===== src/hdl/aplcm_pkg.sv =====
// shared widths, constants and divider control types for the adjacent pair lcm stream unit
package aplcm_pkg;

   // operand width used by the arithmetic (8 to 32)
   localparam int VALUE_WIDTH = 16;

   // fixed field widths of the channels
   localparam int IN_W  = 16;
   localparam int RES_W = 32;

   // divider step counter and product widths
   localparam int CNT_W  = $clog2(VALUE_WIDTH);
   localparam int PROD_W = 2 * VALUE_WIDTH;
   localparam int EXT_W  = (PROD_W > RES_W) ? PROD_W : RES_W + 1;

   localparam logic [RES_W-1:0] RES_MAX = {RES_W{1'b1}};

   typedef struct packed {
      logic                   start;
      logic [VALUE_WIDTH-1:0] dividend;
      logic [VALUE_WIDTH-1:0] divisor;
   } div_req_type;

   typedef struct packed {
      logic                   done;
      logic [VALUE_WIDTH-1:0] quotient;
      logic [VALUE_WIDTH-1:0] remainder;
   } div_rsp_type;

endpackage


===== src/hdl/aplcm_if.sv =====
// valid/ready channel interfaces for the request and response items
interface aplcm_req_if import aplcm_pkg::*; ();
   logic            valid;
   logic            ready;
   logic [IN_W-1:0] value;
   logic            list_end;

   modport source (output valid, output value, output list_end, input ready);
   modport sink   (input valid, input value, input list_end, output ready);
endinterface

interface aplcm_rsp_if import aplcm_pkg::*; ();
   logic             valid;
   logic             ready;
   logic [RES_W-1:0] result_value;
   logic             run_last;
   logic             list_last;

   modport source (output valid, output result_value, output run_last, output list_last,
                   input ready);
   modport sink   (input valid, input result_value, input run_last, input list_last,
                   output ready);
endinterface


===== src/hdl/aplcm_divider.sv =====
// shared restoring divider, one quotient bit per cycle
module aplcm_divider import aplcm_pkg::*; (
   input  logic        clock,
   input  logic        reset,
   input  div_req_type div_req,
   output div_rsp_type div_rsp
);

   logic                   busy_ff, busy_in;
   logic                   done_ff, done_in;
   logic [CNT_W-1:0]       cnt_ff, cnt_in;
   logic [VALUE_WIDTH-1:0] rem_ff, rem_in;
   logic [VALUE_WIDTH-1:0] quo_ff, quo_in;
   logic [VALUE_WIDTH-1:0] dvs_ff, dvs_in;

   logic [VALUE_WIDTH:0]   rem_sh;
   logic [VALUE_WIDTH:0]   diff;
   logic                   ge;

   // shift in next dividend bit and try subtract
   assign rem_sh = {rem_ff, quo_ff[VALUE_WIDTH-1]};
   assign diff   = rem_sh - {1'b0, dvs_ff};
   assign ge     = ~diff[VALUE_WIDTH];

   always_comb begin
      busy_in = busy_ff;
      done_in = 1'b0;
      cnt_in  = cnt_ff;
      rem_in  = rem_ff;
      quo_in  = quo_ff;
      dvs_in  = dvs_ff;
      if (div_req.start) begin
         busy_in = 1'b1;
         cnt_in  = CNT_W'(VALUE_WIDTH - 1);
         rem_in  = '0;
         quo_in  = div_req.dividend;
         dvs_in  = div_req.divisor;
      end else if (busy_ff) begin
         rem_in = ge ? diff[VALUE_WIDTH-1:0] : rem_sh[VALUE_WIDTH-1:0];
         quo_in = {quo_ff[VALUE_WIDTH-2:0], ge};
         cnt_in = cnt_ff - CNT_W'(1);
         if (cnt_ff == '0) begin
            busy_in = 1'b0;
            done_in = 1'b1;
         end
      end
   end

   always_ff @(posedge clock) begin
      if (reset) begin
         busy_ff <= 1'b0;
         done_ff <= 1'b0;
         cnt_ff  <= '0;
      end else begin
         busy_ff <= busy_in;
         done_ff <= done_in;
         cnt_ff  <= cnt_in;
      end
      rem_ff <= rem_in;
      quo_ff <= quo_in;
      dvs_ff <= dvs_in;
   end

   assign div_rsp.done      = done_ff;
   assign div_rsp.quotient  = quo_ff;
   assign div_rsp.remainder = rem_ff;

endmodule


===== src/hdl/adjacent_pair_lcm_stream_unit.sv =====
// top level: sequencer for the adjacent pair lcm stream around the shared divider
//
// usage
//   req_if carries one list element (value) per item with list_end on the last one.
//   rsp_if returns, per list, a0, lcm(a0,a1), ..., lcm(a[n-2],a[n-1]), a[n-1].
//   run_last marks the last response item caused by a request item, list_last
//   marks the final response item of a list. a pair holding a zero gives 0, and
//   an lcm above 32 bits saturates at all ones.
// timing
//   one request item at a time: req_if.ready is high only while the unit idles.
//   an echo (first element of a list, or a pair with a zero) is valid in the cycle
//   after accept. an lcm reaches its first response only after each euclid
//   remainder step and then the final quotient have run through the one
//   bit-per-cycle divider, followed by a multiply and a clamp.
//   a final element adds one more response item in the cycle after the first is taken.
// reset
//   synchronous reset clears the sequencer and starts a new list.
// stalls
//   a response item holds in the output register until rsp_if.ready is high;
//   no new request item is taken until all its responses are delivered.
module adjacent_pair_lcm_stream_unit import aplcm_pkg::*; (
   input  logic          clock,
   input  logic          reset,
   aplcm_req_if.sink     req_if,
   aplcm_rsp_if.source   rsp_if
);

   // sequencer states
   localparam logic [3:0] ST_IDLE      = 4'd0;
   localparam logic [3:0] ST_GCD_START = 4'd1;
   localparam logic [3:0] ST_GCD_WAIT  = 4'd2;
   localparam logic [3:0] ST_LCM_START = 4'd3;
   localparam logic [3:0] ST_LCM_WAIT  = 4'd4;
   localparam logic [3:0] ST_MULT      = 4'd5;
   localparam logic [3:0] ST_CLAMP     = 4'd6;
   localparam logic [3:0] ST_OUT1      = 4'd7;
   localparam logic [3:0] ST_OUT2      = 4'd8;

   logic [3:0]             state_ff, state_in;
   logic                   have_ff, have_in;     // an element of this list was seen
   logic [VALUE_WIDTH-1:0] prev_ff, prev_in;     // previous element of this list
   logic [VALUE_WIDTH-1:0] val_ff, val_in;       // current element
   logic                   fin_ff, fin_in;       // current element ends the list
   logic [VALUE_WIDTH-1:0] gx_ff, gx_in;         // euclid pair
   logic [VALUE_WIDTH-1:0] gy_ff, gy_in;
   logic [VALUE_WIDTH-1:0] quot_ff, quot_in;     // previous / gcd
   logic [PROD_W-1:0]      prod_ff, prod_in;
   logic [RES_W-1:0]       res_ff, res_in;       // first response value

   logic [VALUE_WIDTH-1:0] val_acc;
   logic [EXT_W-1:0]       prod_ext;
   logic                   req_take;
   logic                   rsp_take;

   div_req_type            div_req;
   div_rsp_type            div_rsp;

   aplcm_divider u_div (
      .clock   (clock),
      .reset   (reset),
      .div_req (div_req),
      .div_rsp (div_rsp)
   );

   // only the low operand bits take part
   assign val_acc  = VALUE_WIDTH'(req_if.value);

   assign req_take = req_if.valid && req_if.ready;
   assign rsp_take = rsp_if.valid && rsp_if.ready;

   // the divider serves both euclid remainders and the final quotient
   assign div_req.start    = (state_ff == ST_GCD_START) || (state_ff == ST_LCM_START);
   assign div_req.dividend = (state_ff == ST_LCM_START) ? prev_ff : gx_ff;
   assign div_req.divisor  = (state_ff == ST_LCM_START) ? gx_ff : gy_ff;

   assign prod_ext = EXT_W'(prod_ff);

   always_comb begin
      state_in = state_ff;
      have_in  = have_ff;
      prev_in  = prev_ff;
      val_in   = val_ff;
      fin_in   = fin_ff;
      gx_in    = gx_ff;
      gy_in    = gy_ff;
      quot_in  = quot_ff;
      prod_in  = prod_ff;
      res_in   = res_ff;
      case (state_ff)
         ST_IDLE: begin
            if (req_take) begin
               val_in = val_acc;
               fin_in = req_if.list_end;
               gx_in  = prev_ff;
               gy_in  = val_acc;
               if (!have_ff) begin
                  // first element of a list is echoed
                  res_in   = RES_W'(val_acc);
                  state_in = ST_OUT1;
               end else if ((prev_ff == '0) || (val_acc == '0)) begin
                  // pair with a zero
                  res_in   = '0;
                  state_in = ST_OUT1;
               end else begin
                  state_in = ST_GCD_START;
               end
            end
         end
         ST_GCD_START: begin
            state_in = ST_GCD_WAIT;
         end
         ST_GCD_WAIT: begin
            if (div_rsp.done) begin
               gx_in = gy_ff;
               gy_in = div_rsp.remainder;
               // zero remainder: gx holds the gcd
               state_in = (div_rsp.remainder == '0) ? ST_LCM_START : ST_GCD_START;
            end
         end
         ST_LCM_START: begin
            state_in = ST_LCM_WAIT;
         end
         ST_LCM_WAIT: begin
            if (div_rsp.done) begin
               quot_in  = div_rsp.quotient;
               state_in = ST_MULT;
            end
         end
         ST_MULT: begin
            prod_in  = PROD_W'(quot_ff) * PROD_W'(val_ff);
            state_in = ST_CLAMP;
         end
         ST_CLAMP: begin
            res_in   = (prod_ext > EXT_W'(RES_MAX)) ? RES_MAX : prod_ext[RES_W-1:0];
            state_in = ST_OUT1;
         end
         ST_OUT1: begin
            if (rsp_take) begin
               if (fin_ff) begin
                  state_in = ST_OUT2;
               end else begin
                  prev_in  = val_ff;
                  have_in  = 1'b1;
                  state_in = ST_IDLE;
               end
            end
         end
         ST_OUT2: begin
            if (rsp_take) begin
               // list closed, next element starts a new one
               prev_in  = '0;
               have_in  = 1'b0;
               state_in = ST_IDLE;
            end
         end
         default: begin
            state_in = ST_IDLE;
         end
      endcase
   end

   always_ff @(posedge clock) begin
      if (reset) begin
         state_ff <= ST_IDLE;
         have_ff  <= 1'b0;
         prev_ff  <= '0;
      end else begin
         state_ff <= state_in;
         have_ff  <= have_in;
         prev_ff  <= prev_in;
      end
      val_ff  <= val_in;
      fin_ff  <= fin_in;
      gx_ff   <= gx_in;
      gy_ff   <= gy_in;
      quot_ff <= quot_in;
      prod_ff <= prod_in;
      res_ff  <= res_in;
   end

   assign req_if.ready = (state_ff == ST_IDLE);

   // response drive: first item from res, closing echo from the element
   assign rsp_if.valid        = (state_ff == ST_OUT1) || (state_ff == ST_OUT2);
   assign rsp_if.result_value = (state_ff == ST_OUT2) ? RES_W'(val_ff) : res_ff;
   assign rsp_if.run_last     = (state_ff == ST_OUT2) || !fin_ff;
   assign rsp_if.list_last    = (state_ff == ST_OUT2);

endmodule


===== src/flat_wrapper.sv =====
// flat-port wrapper written by rule: the top's interface ports become plain ports
module adjacent_pair_lcm_stream_unit_flat import aplcm_pkg::*;
  (clock, reset, req_if_valid, req_if_value, req_if_list_end, req_if_ready, rsp_if_valid, rsp_if_result_value, rsp_if_run_last, rsp_if_list_last, rsp_if_ready);
  aplcm_req_if req_if_i ();
  aplcm_rsp_if rsp_if_i ();
  input  logic clock;
  input  logic reset;
  input wire logic [$bits(req_if_i.valid)-1:0] req_if_valid;
  input wire logic [$bits(req_if_i.value)-1:0] req_if_value;
  input wire logic [$bits(req_if_i.list_end)-1:0] req_if_list_end;
  output wire logic [$bits(req_if_i.ready)-1:0] req_if_ready;
  output wire logic [$bits(rsp_if_i.valid)-1:0] rsp_if_valid;
  output wire logic [$bits(rsp_if_i.result_value)-1:0] rsp_if_result_value;
  output wire logic [$bits(rsp_if_i.run_last)-1:0] rsp_if_run_last;
  output wire logic [$bits(rsp_if_i.list_last)-1:0] rsp_if_list_last;
  input wire logic [$bits(rsp_if_i.ready)-1:0] rsp_if_ready;
  assign req_if_i.valid = req_if_valid;
  assign req_if_i.value = req_if_value;
  assign req_if_i.list_end = req_if_list_end;
  assign req_if_ready = req_if_i.ready;
  assign rsp_if_valid = rsp_if_i.valid;
  assign rsp_if_result_value = rsp_if_i.result_value;
  assign rsp_if_run_last = rsp_if_i.run_last;
  assign rsp_if_list_last = rsp_if_i.list_last;
  assign rsp_if_i.ready = rsp_if_ready;
  adjacent_pair_lcm_stream_unit u_core (.clock(clock), .reset(reset), .req_if(req_if_i), .rsp_if(rsp_if_i));
endmodule

===== config.mk =====
export PLATFORM = sky130hd
export DESIGN_NAME = adjacent_pair_lcm_stream_unit_flat
export DESIGN_NICKNAME = d
export VERILOG_FILES = /design/src/hdl/aplcm_pkg.sv /design/src/hdl/aplcm_if.sv /design/src/hdl/aplcm_divider.sv /design/src/hdl/adjacent_pair_lcm_stream_unit.sv /design/src/flat_wrapper.sv
export SDC_FILE = /design/constraint.sdc
export NUM_CORES = 1
export LEC_CHECK = 0
export BUFFER_PORTS_ARGS = -buffer_cell sky130_fd_sc_hd__buf_2
export CORE_UTILIZATION = 30
export DETAILED_ROUTE_END_ITERATION = 8
export SYNTH_ARGS = -nofsm -noshare
export SYNTH_HDL_FRONTEND = slang
export SYNTH_SLANG_ARGS = --single-unit
export TNS_END_PERCENT = 1

===== constraint.sdc =====
create_clock -name clock -period 6.9 [get_ports clock]
set_clock_uncertainty 0.05 [all_clocks]
set_input_delay 1.38 -clock clock [delete_from_list [all_inputs] [get_ports clock]]
set_output_delay 1.38 -clock clock [all_outputs]
set_load 0.05 [all_outputs]

# --- Word-level counts from Yosys, hierarchy flattened ---
# Index checks and enable logic that the tools add are counted.
word_totals:
  regBits: 204
  in_bits: 21
  output_inout_bits: 36
  wordCells: 101
op_classes:
  n_addsub: 2
  n_mul: 1
  magnitude_cmp: 1
  eq_ne: 15
  mux: 41
  n_bitwise: 2
  n_reduce_logical: 23
ops:
  columns: ["op", "count"]
  rows:
  - ["two-way mux 16 bit", 12]
  - ["two-way mux 32 bit", 5]
  - ["one-hot mux 16 bit (2 select lines)", 3]
  - ["one-hot mux 32 bit (2 select lines)", 1]
  - ["logical NOT 16 bit", 3]
  - ["two-way mux 4 bit", 9]
  - ["one-hot mux 4 bit (9 select lines)", 1]
  - ["> comparator 32 bit, second input constant", 1]
  - ["multiplier 16 x 16 -> 32 bit", 1]
  - ["subtractor 17 x 16 -> 17 bit", 1]
  - ["== test 4 x 3 -> 1 bit, second input constant", 4]
  - ["== test 4 x 2 -> 1 bit, second input constant", 2]
  - ["logical NOT 4 bit", 2]
  - ["!= test 2 bit, second input constant", 4]
  - ["nonzero test 2 bit", 4]
  - ["two-way mux 1 bit", 7]
  - ["AND reduction 3 bit", 2]
  - ["AND reduction 5 bit", 1]
  - ["== test 4 x 1 -> 1 bit, second input constant", 1]
  - ["== test 4 bit, second input constant", 1]
  - ["logical OR 1 bit", 4]
  - ["!= test 2 x 1 -> 1 bit, second input constant", 2]
  - ["AND reduction 2 bit", 2]
  - ["AND reduction 4 bit", 1]
  - ["9 further kinds", 11]

# --- Depth between registers and ports, before layout ---
depth:
  word_depth: 6
  ltp_mapped: 23
  mapped_depth_nobuf: 21

# --- By module ---
# A second synthesis with hierarchy kept.
unflattened:
  cells_unflattened: 1778
  area_unflattened_um2: 18003.5
by_module_without_submodules:
  columns: ["module", "instances", "cells_each", "area_each_um2", "seq_area_each_um2"]
  rows:
  - ["adjacent_pair_lcm_stream_unit", 1, 1494, 14991.9, 4294.1]
  - ["aplcm_divider", 1, 284, 3011.6, 1401.3]

# --- Least setup slack after synthesis ---
# Ideal clock, no wire load.
synth_timing:
  path_type: "flip-flop to flip-flop"
  startpoint: "register u_core.val_ff[7]"
  endpoint: "register u_core.prod_ff[26], data pin"
  setup_ns: 0.265
  arrival_ns: 5.719
  required_time_ns: 6.585
  path_slack_ns: 0.866
  path_stages_with_launch: 24
  path_buffers: 3
  synth_period_minus_slack_ns: 6.034
  path_cell_list: "edfxtp_1 -> clkbuf_1 -> clkbuf_1 -> nand2_1 -> fa_1 -> inv_1 -> fa_1 -> inv_1 -> fa_1 -> inv_1 -> fa_1 -> fa_1 -> inv_1 -> fa_1 -> inv_1 -> ha_1 -> clkbuf_1 -> a21oi_1 -> o21ai_1 -> a31o_2 -> and3_1 -> a211oi_1 -> o21ai_0 -> xor2_1"
synth_between:
  elab_chain_cells: 1
synth_lines:
  columns: ["item", "line_no", "source"]
  rows:
  - ["from (decl)", "adjacent_pair_lcm_stream_unit.sv:42", "logic [VALUE_WIDTH-1:0] val_ff, val_in;"]
  - ["from (signal assigned)", "adjacent_pair_lcm_stream_unit.sv:172", "val_ff <= val_in;"]
  - ["multiplier 16 x 16 -> 32 bit", "adjacent_pair_lcm_stream_unit.sv:130", "prod_in = PROD_W'(quot_ff) * PROD_W'(val_ff);"]
  - ["to (signal assigned)", "adjacent_pair_lcm_stream_unit.sv:177", "prod_ff <= prod_in;"]
  - ["to (decl)", "adjacent_pair_lcm_stream_unit.sv:47", "logic [PROD_W-1:0] prod_ff, prod_in;"]
# No other way between the ends.
# A chain may end at the register's enable or synchronous reset.

# --- Final worst setup path ---
layout_timing:
  startpoint: "register u_core.val_ff[4]"
  endpoint: "register u_core.prod_ff[31], data pin"
# The elaborated chain is that of the path after synthesis.

==> flow_metrics.py <==
metrics = {
    "hold_path": {
        "hold_class": "reg2reg",
        "whs_path_depth": 0,
    },
    "placed_design": {
        "io_buffers": 56,
        "routabilityCongestion": 0.8688,
        "dp_hpwl_um": 36040,
    },
    "floorplanning": {
        "core_sq_mm": 0.05902,
        "io_pins": 57,
        "initial_utilization_pct": 30.37,
        "die_area_sq_mm": 0.06073,
        "die_h_um": 246.4,
        "die-width_um": 246.4,
        "fp-row-count": 89,
    },
    "critical_path": {
        "critPathKind": "reg2reg",
        "critPathLaunchType": "register",
        "crit_fanout": 18,
        "worst_ep_arrival_time_ps": 6780,
        "cp.required_ps": 7140,
        "worst_r2r_path_depth": 19,
        "crit_path_end_kind": "register",
    },
    "sta": {
        "grt_setup_unrepaired": "no",
        "drv_slew": 0,
        "tightest_slew_ps": 1095,
        "hold_ws_ps": 397.9,
        "fin_crit_sh_pct": 94.74,
        "clock.fmax_mhz": 153.0,
        "setup_viol": 0,
        "maxSlewHeadroom_pct": 26.64,
        "min_period_ps": 6537,
        "setup_tns_ps": 0,
        "finalHoldViolations": 0,
    },
    "status": {
        "outcome": "completed",
    },
    "cells_and_area": {
        "syn2layout_area_growth_pct": 10.27,
        "drive_above_1_share_pct": 10.26,
        "nNetsFinal": 2151,
    },
    "global_routing": {
        "grt_pass1_vias": 13210,
        "grt_first_pass_wirelength_um": 74960,
        "grt_overflow": 0,
        "grt_usage_pct": 15.77,
        "grt_max_degree": 49,
        "antenna_found_initial": 2,
    },
    "clocking": {
        "clk_path_buf_depth": 3,
        "cts_buffers": 24,
        "clk_pin_slew_ps": 60,
        "cts_tree": "built",
        "htree_levels": 1,
        "cts_num_sinks": 204,
        "post_cts_buffers": 0,
        "clkLatencyLatePin_ps": 560,
        "ctsResizeCount": 0,
        "postCtsHoldBufs": 0,
        "clk_root_buffer_cell": "clkbuf_16",
    },
    "logic_synthesis": {
        "seq_area_frac_synth_pct": 31.77,
        "synthArstFlopShare_pct": 0,
        "synth_edf_count": 161,
        "synth_ff_type": "edfxtp_1",
        "yosys.area.top_type_share_pct": 26.97,
        "synth.most_common_cell": "nand2_1",
        "synth_warnings": 0,
        "synth_cell_types": 71,
        "syn_nets": 2138,
        "synth_cells": 1801,
        "syn_avg_cell_area_sq_um": 9.953,
        "yosys-top-cells-area": "edfxtp_1 (27%), fa_1 (22%), ha_1 (8.4%)",
        "yosys.area.top_type": "edfxtp_1",
        "ys_ff_latch": 204,
        "syn_area_sq_mm": 0.01792,
        "yosys-top-cells-count": "nand2_1 (277), inv_1 (259), fa_1 (195)",
    },
    "drt": {
        "avgRoutedWirePerCell_um": 18.09,
        "routed_wl_um": 47150,
        "antenna_left": 0,
        "drc_errors": 0,
        "dr.pass1.iters": 5,
        "routed_via_density": 4.902,
        "num_vias": 12780,
        "drt_iter0_markers": 967,
    },
    "flow_run": {
        "drv_cap": 0,
    },
}
final timing paths:
path                          startpoint                 end  slack [ps]
setup reg to reg        u_core.val_ff[4]  u_core.prod_ff[31]         360
setup / recovery        u_core.val_ff[4]  u_core.prod_ff[31]         360
hold reg to reg   u_core.u_div.quo_ff[2]   u_core.quot_ff[2]         400
hold / removal    u_core.u_div.quo_ff[2]   u_core.quot_ff[2]         400
cells in the final DEF, fill, tap and decap left out, types with 21 or more instances in the layout:
cell type	n
buf_2	56
mux2_2	49
clkbuf_16	24
nand2b_1	30
a21oi_1	75
xnor2_1	28
inv_1	259
and2_1	137
nor2b_1	21
nor2_1	28
mux2i_1	28
edfxtp_1	161
buf_4	21
nand3_1	28
o21ai_0	68
dfxtp_1	43
nand2_1	277
fa_1	195
ha_1	121
cell families (layout without fill, tap and decap cells):
group | after synthesis | after routing | share of synthesized area, %
and+or+nand+nor | 587 | 587 | 16.15
buffers and inverters | 350 | 381 | 7.504
adders and majority gates | 316 | 316 | 30.22
AOI/OAI and AO/OA | 225 | 225 | 7.651
DFF | 204 | 204 | 31.77
muxes | 77 | 77 | 4.642
xor gates and xnor gates | 42 | 42 | 2.052
other | 0 | 1 | 0
per-stage QoR:
step	cells	cell area [sq um]	setup WS [ps]	utilization (%)
finish	2606	19770	362.9	33.49
global route	2606	19770	83.00	33.49
CTS	2605	19760	327.7	33.49
detailed placement	2561	18980	343.5	32.16
global placement	2561	18980	452.3	32.16
floorplan	1801	17920	865.8	-
final cells by class:
class,instances,area (sq um)
Clock buffer,37,719.4
Tap cell,773,967.2
Timing Repair Buffer,77,437.9
Inverter,260,975.9
Antenna cell,1,2.502
Sequential cell,204,5695
Clock inverter,7,62.56
Multi-Input combinational cell,1247,10900
Fill cell,6005,39250
critical path, stage by stage (launching register included):
cell	delay, ps
edfxtp_1	710
and2_1	320
fa_1	530
inv_1	50
fa_1	460
fa_1	510
inv_1	60
fa_1	460
fa_1	530
inv_1	50
fa_1	470
inv_1	40
ha_1	340
and2_1	250
o2111a_1	150
a21oi_1	340
nand2_1	230
a221oi_1	440
o21ai_1	120
xnor2_1	140
routing by layer:
| layer | wire length (um) | global-route usage [%] |
|---|---|---|
| met1 | 21690 | 21.73 |
| met2 | 21450 | 25.31 |
| met3 | 2586 | 2.375 |
| met4 | 1423 | 4.920 |
| met5 | 0 | 0 |
flip-flops by register name (all words and copies together), names as in the netlist:
| name | flops |
|---|---|
| u_core.prod_ff | 32 |
| u_core.res_ff | 32 |
| u_core.gx_ff | 16 |
| u_core.gy_ff | 16 |
| u_core.prev_ff | 16 |
| u_core.quot_ff | 16 |
| u_core.u_div.dvs_ff | 16 |
| u_core.u_div.quo_ff | 16 |
| u_core.u_div.rem_ff | 16 |
| u_core.val_ff | 16 |
| u_core.state_ff | 4 |
| u_core.u_div.cnt_ff | 4 |
| u_core.fin_ff | 1 |
| u_core.have_ff | 1 |
| u_core.u_div.busy_ff | 1 |
| u_core.u_div.done_ff | 1 |
Power is not shown: default switching activity piles up to over one toggle a cycle in this logic, so the estimate is an artifact.
